$ cat config.mk
export PLATFORM = sky130hd
export DESIGN_NAME = small_matrix_arithmetic_unit
export DESIGN_NICKNAME = d
export VERILOG_FILES = /design/src/rtl/smau_pkg.sv /design/src/rtl/small_matrix_arithmetic_unit.sv /design/src/rtl/smau_ctrl.sv /design/src/rtl/smau_dp.sv
export VERILOG_INCLUDE_DIRS = /design/src /design/src/rtl
export SDC_FILE = /design/constraint.sdc
export NUM_CORES = 2
export LEC_CHECK = 0
export ABC_CLOCK_PERIOD_IN_PS = 6800
export BUFFER_PORTS_ARGS = -buffer_cell sky130_fd_sc_hd__buf_4
export CAP_MARGIN = 10
export CORE_MARGIN = 3
export CORE_UTILIZATION = 58
export CTS_CLUSTER_DIAMETER = 100
export DETAILED_ROUTE_END_ITERATION = 6
export GPL_ROUTABILITY_DRIVEN = 0
export GPL_TIMING_DRIVEN = 0
export PLACE_DENSITY = 0.78
export SLEW_MARGIN = 20
export SYNTH_ARGS = -nofsm -noshare
export SYNTH_HDL_FRONTEND = slang
export SYNTH_SLANG_ARGS = --single-unit
$ cat constraint.sdc
create_clock -name aclk -period 6.8 [get_ports aclk]
set_input_delay 1.36 -clock aclk [delete_from_list [all_inputs] [get_ports aclk]]
set_output_delay 1.36 -clock aclk [all_outputs]
set_load 0.01 [all_outputs]
$ cat src/rtl/small_matrix_arithmetic_unit_assert.svh
// Assertion macros shared by the small matrix arithmetic unit RTL.
`ifndef SMALL_MATRIX_ARITHMETIC_UNIT_ASSERT_SVH
`define SMALL_MATRIX_ARITHMETIC_UNIT_ASSERT_SVH

// Same-cycle implication, checked on every rising edge out of reset.
`define SMAU_ASSERT_NOW(label, ante, cons) \
    label: assert property (@(posedge aclk) disable iff (!aresetn) (ante) |-> (cons)) \
        else $error("small matrix unit: same-cycle check failed");

// Next-cycle implication, checked on every rising edge out of reset.
`define SMAU_ASSERT_NEXT(label, ante, cons) \
    label: assert property (@(posedge aclk) disable iff (!aresetn) (ante) |=> (cons)) \
        else $error("small matrix unit: next-cycle check failed");

`endif

$ cat src/rtl/smau_pkg.sv
// Shared constants, codes and controller/datapath interface types.
package smau_pkg;

    // Default largest matrix dimension
    localparam int MAX_DIM_DEF = 4;

    // Fixed field widths
    localparam int ELEM_W    = 16;
    localparam int RES_W     = 35;
    localparam int PROD_W    = 32;
    localparam int REQ_W     = 2;
    localparam int CFG_IDX_W = 3;
    localparam int CFG_DAT_W = 16;

    // Request codes
    localparam logic [REQ_W-1:0] REQ_LOAD_A = 2'd0;
    localparam logic [REQ_W-1:0] REQ_LOAD_B = 2'd1;
    localparam logic [REQ_W-1:0] REQ_RUN    = 2'd2;

    // Operation modes
    localparam logic [1:0] MODE_ADD   = 2'd0;
    localparam logic [1:0] MODE_MUL   = 2'd1;
    localparam logic [1:0] MODE_SCALE = 2'd2;
    localparam logic [1:0] MODE_TRANS = 2'd3;

    // Configuration register indexes
    localparam logic [CFG_IDX_W-1:0] CFG_MODE   = 3'd0;
    localparam logic [CFG_IDX_W-1:0] CFG_ROWS_A = 3'd1;
    localparam logic [CFG_IDX_W-1:0] CFG_COLS_A = 3'd2;
    localparam logic [CFG_IDX_W-1:0] CFG_ROWS_B = 3'd3;
    localparam logic [CFG_IDX_W-1:0] CFG_COLS_B = 3'd4;
    localparam logic [CFG_IDX_W-1:0] CFG_SCALE  = 3'd5;

    // Configuration reset values
    localparam logic [1:0]                MODE_RST  = MODE_ADD;
    localparam logic [2:0]                DIM_RST   = 3'd2;
    localparam logic signed [ELEM_W-1:0]  SCALE_RST = 16'sd1;

    // Commands from controller to datapath
    typedef struct packed {
        logic load_a;
        logic load_b;
        logic run_start;
        logic read;
        logic mul;
        logic acc;
        logic step_z;
        logic step_out;
        logic out_data;
        logic out_err;
    } smau_cmd_t;

    // Status from datapath to controller
    typedef struct packed {
        logic err;
        logic z_last;
        logic ent_last;
        logic out_free;
    } smau_stat_t;

endpackage

$ cat src/rtl/small_matrix_arithmetic_unit.sv
// Top level of the small matrix arithmetic unit (add, multiply, scale, transpose).
//
// Input channel (s_valid/s_ready): one beat carries s_req_type and s_element.
// Load A and load B beats store the next element of A or B in row-major order
// and give no result; loads past rows*cols are dropped. A run beat walks the
// result matrix in row-major order, one result beat per entry on the m_ channel,
// m_last set on the final one; unsuitable sizes give a single beat with
// m_status set. A run clears both load counters.
// A run begins with a size check; if the sizes suit, each entry then takes K
// terms, where K is cols_a in multiply mode and 1 otherwise (one read, one
// multiply, one accumulate per term through the single multiplier).
// s_ready is low from a run beat until its last result is in the output register.
// A stalled receiver holds the output register; the walk then waits before
// pushing the next entry, and the input stays closed until the final entry
// has moved into the output register.
// Config (cfg_valid/cfg_ready, cfg_index, cfg_data) is always ready and must
// be written only while the block is idle.
// Reset (aresetn low, synchronous) restores register defaults, marks both
// stores empty so they read as zero, and clears the counters at once.
`include "small_matrix_arithmetic_unit_assert.svh"

module small_matrix_arithmetic_unit
    import smau_pkg::*;
#(
    parameter int MAX_DIM = MAX_DIM_DEF
)
(
    input  logic                        aclk,
    input  logic                        aresetn,
    input  logic                        s_valid,
    output logic                        s_ready,
    input  logic [REQ_W-1:0]            s_req_type,
    input  logic signed [ELEM_W-1:0]    s_element,
    output logic                        m_valid,
    input  logic                        m_ready,
    output logic signed [RES_W-1:0]     m_result_value,
    output logic [1:0]                  m_out_row,
    output logic [1:0]                  m_out_col,
    output logic                        m_status,
    output logic                        m_last,
    input  logic                        cfg_valid,
    output logic                        cfg_ready,
    input  logic [CFG_IDX_W-1:0]        cfg_index,
    input  logic [CFG_DAT_W-1:0]        cfg_data
);

    smau_cmd_t  cmd;
    smau_stat_t stat;
    logic       err_beat_clean;

    assign cfg_ready = 1'b1;

    smau_ctrl u_ctrl (
        .aclk       (aclk),
        .aresetn    (aresetn),
        .s_valid    (s_valid),
        .s_req_type (s_req_type),
        .s_ready    (s_ready),
        .cmd        (cmd),
        .stat       (stat)
    );

    smau_dp #(
        .MAX_DIM (MAX_DIM)
    ) u_dp (
        .aclk           (aclk),
        .aresetn        (aresetn),
        .cmd            (cmd),
        .stat           (stat),
        .s_element      (s_element),
        .cfg_valid      (cfg_valid && cfg_ready),
        .cfg_index      (cfg_index),
        .cfg_data       (cfg_data),
        .m_ready        (m_ready),
        .m_valid        (m_valid),
        .m_result_value (m_result_value),
        .m_out_row      (m_out_row),
        .m_out_col      (m_out_col),
        .m_status       (m_status),
        .m_last         (m_last)
    );

    // An error beat is a lone, zeroed, final beat
    assign err_beat_clean = m_last && (m_result_value == '0) && (m_out_row == 2'd0) &&
                            (m_out_col == 2'd0);

    `SMAU_ASSERT_NOW(a_err_beat, m_valid && m_status, err_beat_clean)

    // A run beat closes the input until the walk is done
    `SMAU_ASSERT_NEXT(a_run_busy, s_valid && s_ready && (s_req_type == REQ_RUN), !s_ready)

    // Loads and unused requests keep the input open
    `SMAU_ASSERT_NEXT(a_load_open, s_valid && s_ready && (s_req_type != REQ_RUN), s_ready)

endmodule

$ cat src/rtl/smau_ctrl.sv
// Sequencer for loads and run walks of the small matrix unit.
module smau_ctrl
    import smau_pkg::*;
(
    input  logic             aclk,
    input  logic             aresetn,
    input  logic             s_valid,
    input  logic [REQ_W-1:0] s_req_type,
    output logic             s_ready,
    output smau_cmd_t        cmd,
    input  smau_stat_t       stat
);

    typedef enum logic [2:0] {
        S_IDLE,
        S_CHECK,
        S_READ,
        S_MUL,
        S_ACC,
        S_OUT
    } state_t;

    state_t state_reg, state_next;
    logic   s_ready_reg;
    logic   accept;

    assign accept  = s_valid && s_ready_reg;
    assign s_ready = s_ready_reg;

    // Next state and commands
    always_comb begin
        state_next = state_reg;
        cmd        = '0;
        unique case (state_reg)
            S_IDLE: begin
                if (accept) begin
                    unique case (s_req_type)
                        REQ_LOAD_A: cmd.load_a = 1'b1;
                        REQ_LOAD_B: cmd.load_b = 1'b1;
                        REQ_RUN: begin
                            cmd.run_start = 1'b1;
                            state_next    = S_CHECK;
                        end
                        default: ;
                    endcase
                end
            end
            S_CHECK: begin
                if (stat.err) begin
                    if (stat.out_free) begin
                        cmd.out_err = 1'b1;
                        state_next  = S_IDLE;
                    end
                end else begin
                    state_next = S_READ;
                end
            end
            S_READ: begin
                cmd.read   = 1'b1;
                state_next = S_MUL;
            end
            S_MUL: begin
                cmd.mul    = 1'b1;
                state_next = S_ACC;
            end
            S_ACC: begin
                cmd.acc = 1'b1;
                if (stat.z_last) begin
                    state_next = S_OUT;
                end else begin
                    cmd.step_z = 1'b1;
                    state_next = S_READ;
                end
            end
            S_OUT: begin
                // wait for the output register to free up
                if (stat.out_free) begin
                    cmd.out_data = 1'b1;
                    cmd.step_out = 1'b1;
                    state_next   = stat.ent_last ? S_IDLE : S_READ;
                end
            end
            default: state_next = S_IDLE;
        endcase
    end

    // State and registered ready
    always_ff @(posedge aclk) begin
        if (!aresetn) begin
            state_reg   <= S_IDLE;
            s_ready_reg <= 1'b0;
        end else begin
            state_reg   <= state_next;
            s_ready_reg <= (state_next == S_IDLE);
        end
    end

endmodule

$ cat src/rtl/smau_dp.sv
// Datapath: configuration, matrix stores, index counters, MAC and output register.
module smau_dp
    import smau_pkg::*;
#(
    parameter int MAX_DIM = MAX_DIM_DEF
)
(
    input  logic                        aclk,
    input  logic                        aresetn,
    input  smau_cmd_t                   cmd,
    output smau_stat_t                  stat,
    input  logic signed [ELEM_W-1:0]    s_element,
    input  logic                        cfg_valid,
    input  logic [CFG_IDX_W-1:0]        cfg_index,
    input  logic [CFG_DAT_W-1:0]        cfg_data,
    input  logic                        m_ready,
    output logic                        m_valid,
    output logic signed [RES_W-1:0]     m_result_value,
    output logic [1:0]                  m_out_row,
    output logic [1:0]                  m_out_col,
    output logic                        m_status,
    output logic                        m_last
);

    localparam int CELLS = MAX_DIM * MAX_DIM;
    localparam int AW    = $clog2(CELLS);
    localparam int IW    = $clog2(MAX_DIM);
    localparam int DW    = $clog2(MAX_DIM + 1);
    localparam int CW    = $clog2(CELLS + 1);

    // Clamp a size register to 1..MAX_DIM
    function automatic logic [DW-1:0] eff_dim(input logic [2:0] v);
        if (v == 3'd0) begin
            return DW'(1);
        end else if (int'(v) > MAX_DIM) begin
            return DW'(MAX_DIM);
        end else begin
            return DW'(v);
        end
    endfunction

    // Configuration registers
    logic [1:0]               mode_reg;
    logic [2:0]               rows_a_reg, cols_a_reg, rows_b_reg, cols_b_reg;
    logic signed [ELEM_W-1:0] scale_reg;

    always_ff @(posedge aclk) begin
        if (!aresetn) begin
            mode_reg   <= MODE_RST;
            rows_a_reg <= DIM_RST;
            cols_a_reg <= DIM_RST;
            rows_b_reg <= DIM_RST;
            cols_b_reg <= DIM_RST;
            scale_reg  <= SCALE_RST;
        end else if (cfg_valid) begin
            unique case (cfg_index)
                CFG_MODE:   mode_reg   <= cfg_data[1:0];
                CFG_ROWS_A: rows_a_reg <= cfg_data[2:0];
                CFG_COLS_A: cols_a_reg <= cfg_data[2:0];
                CFG_ROWS_B: rows_b_reg <= cfg_data[2:0];
                CFG_COLS_B: cols_b_reg <= cfg_data[2:0];
                CFG_SCALE:  scale_reg  <= signed'(cfg_data);
                default: ;
            endcase
        end
    end

    // Effective sizes and result shape
    logic [DW-1:0] ra, ca, rb, cb;
    logic [DW-1:0] nr, nc, nz;
    logic [CW-1:0] size_a, size_b;
    logic          err;

    assign ra     = eff_dim(rows_a_reg);
    assign ca     = eff_dim(cols_a_reg);
    assign rb     = eff_dim(rows_b_reg);
    assign cb     = eff_dim(cols_b_reg);
    assign size_a = CW'(ra) * CW'(ca);
    assign size_b = CW'(rb) * CW'(cb);
    assign err    = ((mode_reg == MODE_ADD) && ((ra != rb) || (ca != cb))) ||
                    ((mode_reg == MODE_MUL) && (ca != rb));

    always_comb begin
        case (mode_reg)
            MODE_MUL: begin
                nr = ra;
                nc = cb;
                nz = ca;
            end
            MODE_TRANS: begin
                nr = ca;
                nc = ra;
                nz = DW'(1);
            end
            default: begin
                nr = ra;
                nc = ca;
                nz = DW'(1);
            end
        endcase
    end

    // Load counters and walk indexes
    logic [CW-1:0] cnt_a_reg, cnt_b_reg;
    logic [IW-1:0] i_reg, j_reg, z_reg;
    logic          load_ok_a, load_ok_b;
    logic          z_last, j_last, i_last;

    assign load_ok_a = cnt_a_reg < size_a;
    assign load_ok_b = cnt_b_reg < size_b;
    assign z_last    = (DW'(z_reg) + DW'(1)) == nz;
    assign j_last    = (DW'(j_reg) + DW'(1)) == nc;
    assign i_last    = (DW'(i_reg) + DW'(1)) == nr;

    always_ff @(posedge aclk) begin
        if (!aresetn) begin
            cnt_a_reg <= '0;
            cnt_b_reg <= '0;
            i_reg     <= '0;
            j_reg     <= '0;
            z_reg     <= '0;
        end else begin
            if (cmd.load_a && load_ok_a) begin
                cnt_a_reg <= cnt_a_reg + CW'(1);
            end
            if (cmd.load_b && load_ok_b) begin
                cnt_b_reg <= cnt_b_reg + CW'(1);
            end
            if (cmd.run_start) begin
                cnt_a_reg <= '0;
                cnt_b_reg <= '0;
                i_reg     <= '0;
                j_reg     <= '0;
                z_reg     <= '0;
            end
            if (cmd.step_z) begin
                z_reg <= z_reg + IW'(1);
            end
            // row-major step to the next result entry
            if (cmd.step_out) begin
                z_reg <= '0;
                if (j_last) begin
                    j_reg <= '0;
                    i_reg <= i_reg + IW'(1);
                end else begin
                    j_reg <= j_reg + IW'(1);
                end
            end
        end
    end

    // Store addresses for the current (i, j, z)
    logic [IW-1:0] ar, ac, br;
    logic [AW-1:0] addr_a, addr_b;

    always_comb begin
        case (mode_reg)
            MODE_MUL: begin
                ar = i_reg;
                ac = z_reg;
                br = z_reg;
            end
            MODE_TRANS: begin
                ar = j_reg;
                ac = i_reg;
                br = i_reg;
            end
            default: begin
                ar = i_reg;
                ac = j_reg;
                br = i_reg;
            end
        endcase
    end

    assign addr_a = AW'(ar) * AW'(ca) + AW'(ac);
    assign addr_b = AW'(br) * AW'(cb) + AW'(j_reg);

    // Matrix stores; valid bits make unwritten entries read as zero
    logic [ELEM_W-1:0] mem_a [CELLS];
    logic [ELEM_W-1:0] mem_b [CELLS];
    logic [CELLS-1:0]  vld_a_reg, vld_b_reg;
    logic [ELEM_W-1:0] rd_a_reg, rd_b_reg;
    logic              rd_va_reg, rd_vb_reg;

    always_ff @(posedge aclk) begin
        if (cmd.load_a && load_ok_a) begin
            mem_a[cnt_a_reg[AW-1:0]] <= s_element;
        end
        if (cmd.load_b && load_ok_b) begin
            mem_b[cnt_b_reg[AW-1:0]] <= s_element;
        end
        if (cmd.read) begin
            rd_a_reg <= mem_a[addr_a];
            rd_b_reg <= mem_b[addr_b];
        end
    end

    always_ff @(posedge aclk) begin
        if (!aresetn) begin
            vld_a_reg <= '0;
            vld_b_reg <= '0;
            rd_va_reg <= 1'b0;
            rd_vb_reg <= 1'b0;
        end else begin
            if (cmd.load_a && load_ok_a) begin
                vld_a_reg[cnt_a_reg[AW-1:0]] <= 1'b1;
            end
            if (cmd.load_b && load_ok_b) begin
                vld_b_reg[cnt_b_reg[AW-1:0]] <= 1'b1;
            end
            if (cmd.read) begin
                rd_va_reg <= vld_a_reg[addr_a];
                rd_vb_reg <= vld_b_reg[addr_b];
            end
        end
    end

    // Operand select and the shared multiplier
    logic signed [ELEM_W-1:0] a_val, b_val, op_b;
    logic signed [PROD_W-1:0] prod_reg;
    logic signed [RES_W-1:0]  acc_reg, acc_base;

    assign a_val = rd_va_reg ? signed'(rd_a_reg) : '0;
    assign b_val = rd_vb_reg ? signed'(rd_b_reg) : '0;
    assign op_b  = (mode_reg == MODE_SCALE) ? scale_reg : b_val;

    always_ff @(posedge aclk) begin
        if (cmd.mul) begin
            case (mode_reg)
                MODE_ADD:   prod_reg <= PROD_W'(a_val) + PROD_W'(b_val);
                MODE_TRANS: prod_reg <= PROD_W'(a_val);
                default:    prod_reg <= PROD_W'(a_val) * PROD_W'(op_b);
            endcase
        end
    end

    // Accumulator restarts on the first term of each entry
    assign acc_base = (z_reg == '0) ? '0 : acc_reg;

    always_ff @(posedge aclk) begin
        if (cmd.acc) begin
            acc_reg <= acc_base + RES_W'(prod_reg);
        end
    end

    // Output register
    logic                    m_valid_reg;
    logic signed [RES_W-1:0] value_reg;
    logic [1:0]              row_reg, col_reg;
    logic                    status_reg, last_reg;

    always_ff @(posedge aclk) begin
        if (!aresetn) begin
            m_valid_reg <= 1'b0;
        end else if (cmd.out_data || cmd.out_err) begin
            m_valid_reg <= 1'b1;
        end else if (m_ready) begin
            m_valid_reg <= 1'b0;
        end
    end

    always_ff @(posedge aclk) begin
        if (cmd.out_err) begin
            value_reg  <= '0;
            row_reg    <= '0;
            col_reg    <= '0;
            status_reg <= 1'b1;
            last_reg   <= 1'b1;
        end else if (cmd.out_data) begin
            value_reg  <= acc_reg;
            row_reg    <= 2'(i_reg);
            col_reg    <= 2'(j_reg);
            status_reg <= 1'b0;
            last_reg   <= i_last && j_last;
        end
    end

    assign m_valid        = m_valid_reg;
    assign m_result_value = value_reg;
    assign m_out_row      = row_reg;
    assign m_out_col      = col_reg;
    assign m_status       = status_reg;
    assign m_last         = last_reg;

    // Status to the controller
    assign stat.err      = err;
    assign stat.z_last   = z_last;
    assign stat.ent_last = i_last && j_last;
    assign stat.out_free = !m_valid_reg || m_ready;

endmodule
# After elaboration in Yosys (flattened, before gate mapping)

Memories as Yosys holds them, arrays and structs flattened. A register that Yosys moved wholly into a read port is not among the register bits.
Cells that the tools add are included.

Flip-flop bits (word level): 193
Bits in writable memories: 512
Output and inout bits: 44
Word-level logic and storage cells: 176
Memories kept: 2

Memories:

| name       | depth | bits a word | rd ports | clocked after memory_dff | write ports | RTL line       | text |
|---|---|---|---|---|---|---|---|
| u_dp.mem_a | 16    | 16          | 1        | 1                        | 1           | smau_dp.sv:180 | `logic [ELEM_W-1:0] mem_a [CELLS];` |
| u_dp.mem_b | 16    | 16          | 1        | 1                        | 1           | smau_dp.sv:181 | `logic [ELEM_W-1:0] mem_b [CELLS];` |

Add/sub/neg operators: 12
$mul: 5
Order comparisons: 12
Equality and inequality tests: 21
Muxes and demuxes: 62
Bitwise operators: 3
Reduce and logical (&&, ||, !) cells: 34

Operators with widths:

| operator                                                                      | number |
|---|---|
| 32-bit one-hot mux with 2 select lines                                        | 1 |
| 3-bit 2-to-1 mux                                                              | 18 |
| 16-bit 2-to-1 mux                                                             | 3 |
| 35-bit by 32-bit adder with 35-bit output                                     | 1 |
| 35-bit 2-to-1 mux                                                             | 1 |
| 16-bit by 16-bit multiplier with 32-bit output                                | 1 |
| 16-bit OR                                                                     | 2 |
| 2-bit 2-to-1 mux                                                              | 13 |
| 3-bit zero test                                                               | 7 |
| 4-bit by 5-bit less-than comparator with 1-bit output (second input constant) | 4 |
| 1-bit 2-to-1 mux                                                              | 19 |
| 3-bit one-hot mux with 6 select lines                                         | 1 |
| 16-bit by 16-bit adder with 17-bit output                                     | 1 |
| 3-bit by 2-bit equality test with 1-bit output (second input constant)        | 4 |
| 3-bit equality test (second input constant)                                   | 4 |
| 3-bit > comparator (second input constant)                                    | 4 |
| 2-bit AND reduction                                                           | 6 |
| 5-bit by 1-bit adder with 5-bit output (second input constant)                | 2 |
| 5-bit less-than comparator                                                    | 2 |
| 3-bit by 3-bit multiplier with 5-bit output                                   | 2 |
| 2-bit by 1-bit adder with 3-bit output (second input constant)                | 3 |
| 3-bit equality test                                                           | 3 |
| 3-bit != test                                                                 | 3 |
| 4-bit by 2-bit adder with 4-bit output                                        | 2 |
| 17 further kinds                                                              | 42 |

# Longest topological paths before layout

Depth after elaboration: 11
Gate-level depth with buffers: 28

# Modules after synthesis

A second synthesis with hierarchy kept.

Cell total of the unflattened synthesis: 3209
Area, all modules: 41792.6 µm²

Modules (own cells, without submodules):

| module                       | instances | cells each | area an instance (µm²) | sequential area each (µm²) |
|---|---|---|---|---|
| smau_dp                      | 1         | 3169       | 41483.5                | 20789.9 |
| smau_ctrl                    | 1         | 38         | 297.8                  | 80.1 |
| small_matrix_arithmetic_unit | 1         | 2          | 11.3                   | 0.0 |

# Worst setup path before layout

Ideal clock, no wire load.

Kind: register -> register
Start: register u_dp.mode_reg[0]
End: register u_dp.prod_reg[30] (data pin)
Library setup time: 0.272 ns
Arrival: 7.015 ns
Data required time: 6.528 ns
Path slack: -0.487 ns
Stages on the path, launching flop included: 25
Clock period less this slack: 7.287 ns
Cell sequence: dfxtp_1 inv_1 ha_1 clkbuf_1 clkbuf_1 o21ai_1 nand2_1 inv_1 fa_1 fa_1 fa_1 fa_1 fa_1 inv_1 fa_1 inv_1 ha_1 a21o_1 a21oi_1 o221ai_1 a31o_2 a41oi_2 o21ai_2 mux2i_1 or4_1

Word-level cells in the longest chain between the ends: 4

RTL lines:

| what                                           | RTL line       | text |
|---|---|---|
| start, declared                                | smau_dp.sv:43  | `logic [1:0] mode_reg;` |
| start signal, assigned                         | smau_dp.sv:57  | `CFG_MODE: mode_reg <= cfg_data[1:0];` |
| 2-bit equality test                            | smau_dp.sv:226 | `assign op_b = (mode_reg == MODE_SCALE) ? scale_reg : b_val;` |
| 16-bit 2-to-1 mux                              | smau_dp.sv:226 |  |
| 16-bit by 16-bit multiplier with 32-bit output | smau_dp.sv:233 | `default: prod_reg <= PROD_W'(a_val) * PROD_W'(op_b);` |
| 32-bit one-hot mux with 2 select lines (*)     | smau_dp.sv:230 | `case (mode_reg)` |
| end signal, assigned                           | smau_dp.sv:231 | `MODE_ADD: prod_reg <= PROD_W'(a_val) + PROD_W'(b_val);` |
| end signal, assigned                           | smau_dp.sv:232 | `MODE_TRANS: prod_reg <= PROD_W'(a_val);` |
| end signal, assigned                           | smau_dp.sv:233 |  |
| end, declared                                  | smau_dp.sv:221 | `logic signed [PROD_W-1:0] prod_reg;` |

Every way passes the cells marked *; elsewhere a longest branch is shown, timed or not.
A chain may end at the register's enable or synchronous reset.

# Final worst setup path

Same ends and word-level chain as after synthesis.

==> results.toml <==
[cts]
ctsHoldBuffers = 0
cts.sinks = 737
htreeDepth = 3
clk_transition_reported_paths_ps = 60
clk_latency_ps = 650
cts_buffers = 76
cts_tree = "yes"
clk_path_buf_depth = 3
clockRootBuffer = "clkbuf_16"

[run]
maxCapViolations = 0

[final_layout]
seqCellArea_um2 = 20900
drive_above_1_share = 0.200
final_nets = 3916
post-route-util = 0.679
final_cell_mix = "611 x edfxtp_1, 348 x inv_1, 311 x nand2_1"
multi_input_area_um2 = 19600
final_common_cell = "edfxtp_1"
n_fill_cell = 4671
area_delta_synth_final_pct = 15.1

[die]
dieArea_um2 = 75000
ioPinCount = 86
core_um2 = 70500
die_height_um = 274
dieWidth_um = 274
row_count = 97
start_util = 0.590

[critical_path]
startpoint = "u_dp.mode_reg[0]"
reg2reg_to = "u_dp.prod_reg[30]"
r2r_setup_slack_ps = -230
cp_slowest_stage_delay_ps = 550
critPathArrivalTime_ps = 7370
critPathRequiredTime_ps = 7140
cp_slowest_cell = "fa_1"
critPathCaptureType = "flop"
startpoint_type = "flop"
crit_top_cell = "fa_1"
crit-reg2reg-launch = "u_dp.mode_reg[0]"
crit_buf_inv = 8
critPathMaxFanout = 6
ff2ff_path_depth = 27
cp_top_family = "adder cells"
timing_worst_setup_path_type = "reg -> reg"

[yosys]
synth_cell_type_count = 79
synth_flop_cell = "edfxtp_1"
syn-cell-area_um2 = 41600
synthArstFlopShare = 0
synth.ff_latch_count = 737
syn_avg_cell_area_um2 = 13.1
synthCells = 3165
ys_seq_area_frac = 0.502
ys_warn_count = 0
synth-edff-count = 611
syn_nets = 3647

[sta]
skew_ps = 51.2
fin_crit_ps = 7030
drv_slew = 0
finalWorstSetupSlack_ps = -229
worstMarginPinSlew_ps = 1170
fin_crit_sh = 1.03
finalHoldViolations = 0
max_clock_freq_mhz = 142
rsz0062_at_grt = "yes"
setup_viol = 10
slew_headroom = 0.206
whs_ps = 454

[routing]
ant_nets = 0
viasPerCell = 6.11
wl_per_cell_um = 25.0
drt_first_pass_iters = 7
drc = 0
drtIter0Drc = 2623
vias = 27100
finalWirelength_um = 111000

[status]
violations = "negative setup slack"
status = "finished, violations left"

[grt]
first_global_vias = 28300
grt_antenna_before_repair = 1
grt-ovfl-total = 0
grt_max_degree = 33
grt.total_usage = 0.300
grt_pass1_wl_um = 168000

[worst_hold_path]
hold_start = "u_dp.m_result_value[34]"
hold_depth = 2
holdPathEnd = "u_dp.m_result_value[34]"
min_path_type = "reg -> reg"

[power]
sw_frac_of_total = 0.213
ir_drop_mv = 0.283
switching_power_uw = 1940
pwr-share-comb = 0.025
p_leak_uw = 0.0186
powerDensity_nw_per_um2 = 191
p_clk_frac = 0.439
p_int_uw = 7200
seqPwrFrac = 0.536
total_power_uw = 9150

[placed_design]
io_buffers = 83
dp_hpwl_um = 77300
[cells in the mapped netlist (all sizes together) (3+ instances only)]
master | instances | area share
o22ai | 4 | 0.00060
a21o | 54 | 0.0098
nor2 | 228 | 0.021
o221ai | 3 | 0.00063
dfxtp | 126 | 0.061
nor3 | 25 | 0.0034
a221oi | 13 | 0.0027
ha | 168 | 0.051
o2111ai | 4 | 0.00084
a31oi | 36 | 0.0054
buf | 31 | 0.0039
nand2b | 28 | 0.0042
mux4 | 170 | 0.092
o21a | 36 | 0.0065
nor3b | 3 | 0.00054
a21oi | 129 | 0.016
nand2 | 331 | 0.030
a21boi | 17 | 0.0031
clkinv | 7 | 0.00063
and2 | 22 | 0.0033
mux2 | 4 | 0.0011
o21bai | 7 | 0.0013
clkbuf | 97 | 0.0088
or3 | 8 | 0.0012
nand3 | 22 | 0.0028
a21bo | 3 | 0.00072
edfxtp | 611 | 0.44
o211ai | 9 | 0.0016
mux2i | 21 | 0.0051
fa | 272 | 0.13
a22o | 5 | 0.0011
nand4 | 7 | 0.0011
and3 | 11 | 0.0017
a211oi | 6 | 0.0011
and4 | 3 | 0.00063
xor2 | 25 | 0.0053
nor2b | 94 | 0.014
a41oi | 3 | 0.00081
or2 | 5 | 0.00075
xnor2 | 79 | 0.017
o21ai | 44 | 0.0056
inv | 361 | 0.033
[power by group through the flow]
stage / Sequential [uW] / Combinational [uW] / Clock [uW]
2_1_floorplan: 5000 / 91.8 / 0
3_3_place_gp: 5000 / 207 / 0
3_5_place_dp: 5000 / 217 / 0
4_1_cts: 4910 / 225 / 4060
5_1_grt: 4900 / 245 / 4230
6_report: 4910 / 229 / 4010
[layout make-up]
class | count | area share
well taps | 940 | 0.0246
clock inverters | 39 | 0.00771
inverters | 368 | 0.0292
clock buffers | 97 | 0.0420
plain buffers | 123 | 0.0148
diodes | 1 | 0.0000523
multi-input cells | 1932 | 0.409
flip-flops and latches | 737 | 0.436
repair buffers | 196 | 0.0364
[tightest hold or removal path: stages, from the launching register on]
cell     delay [ps]
dfxtp_1         300
nand2_1          50
a21oi_1          50
[through the flow]
stage          std cells  TNS [ps]  setup slack, ps  instance area, um2
5_1_grt             4432     -3000             -355               47900
2_1_floorplan       3165         0             13.3               41700
4_1_cts             4416      -635             -139               47400
3_3_place_gp        4188    -34040            -1510               43500
6_report            4433     -1310             -229               47900
3_5_place_dp        4234    -17070            -1520               44100
[worst max path at each step]
stage / endpoint / slack (ps) / depth (start not counted)
after floorplan: u_dp.prod_reg[30] / 10 / 26
after global placement: u_dp.prod_reg[31] / -1510 / 26
after detailed placement: u_dp.prod_reg[31] / -1520 / 25
after CTS: u_dp.prod_reg[30] / -140 / 28
after global routing: u_dp.prod_reg[30] / -350 / 26
final: u_dp.prod_reg[30] / -230 / 27
[timing repair]
item | CTS | global route
buffers inserted | 49 | 17
endpoints found under the setup margin | 20 | 14
gates cloned | 1 | 0
pin swaps | 42 | 30
gates resized for setup | 134 | 86
[layer usage]
metal / global-route usage / vias up / share of wire
met5: 0 / - / 0
met4: 0.142 / 0 / 0.051
met3: 0.0613 / 400 / 0.085
met2: 0.518 / 1502 / 0.51
met1: 0.363 / 13500 / 0.36
li1: - / 11600 / -
[logic make-up after synthesis]
family / after synthesis / synth area share
muxes: 195 / 0.0985
DFF: 737 / 0.502
buffers and inverters: 496 / 0.0458
and+or+nand+nor: 798 / 0.0863
adders and majority gates: 440 / 0.181
other: 1 / 0.0000902
xor gates and xnor gates: 104 / 0.0219
AOI/OAI and AO/OA: 394 / 0.0642
Power figures use the tool's default switching activity.
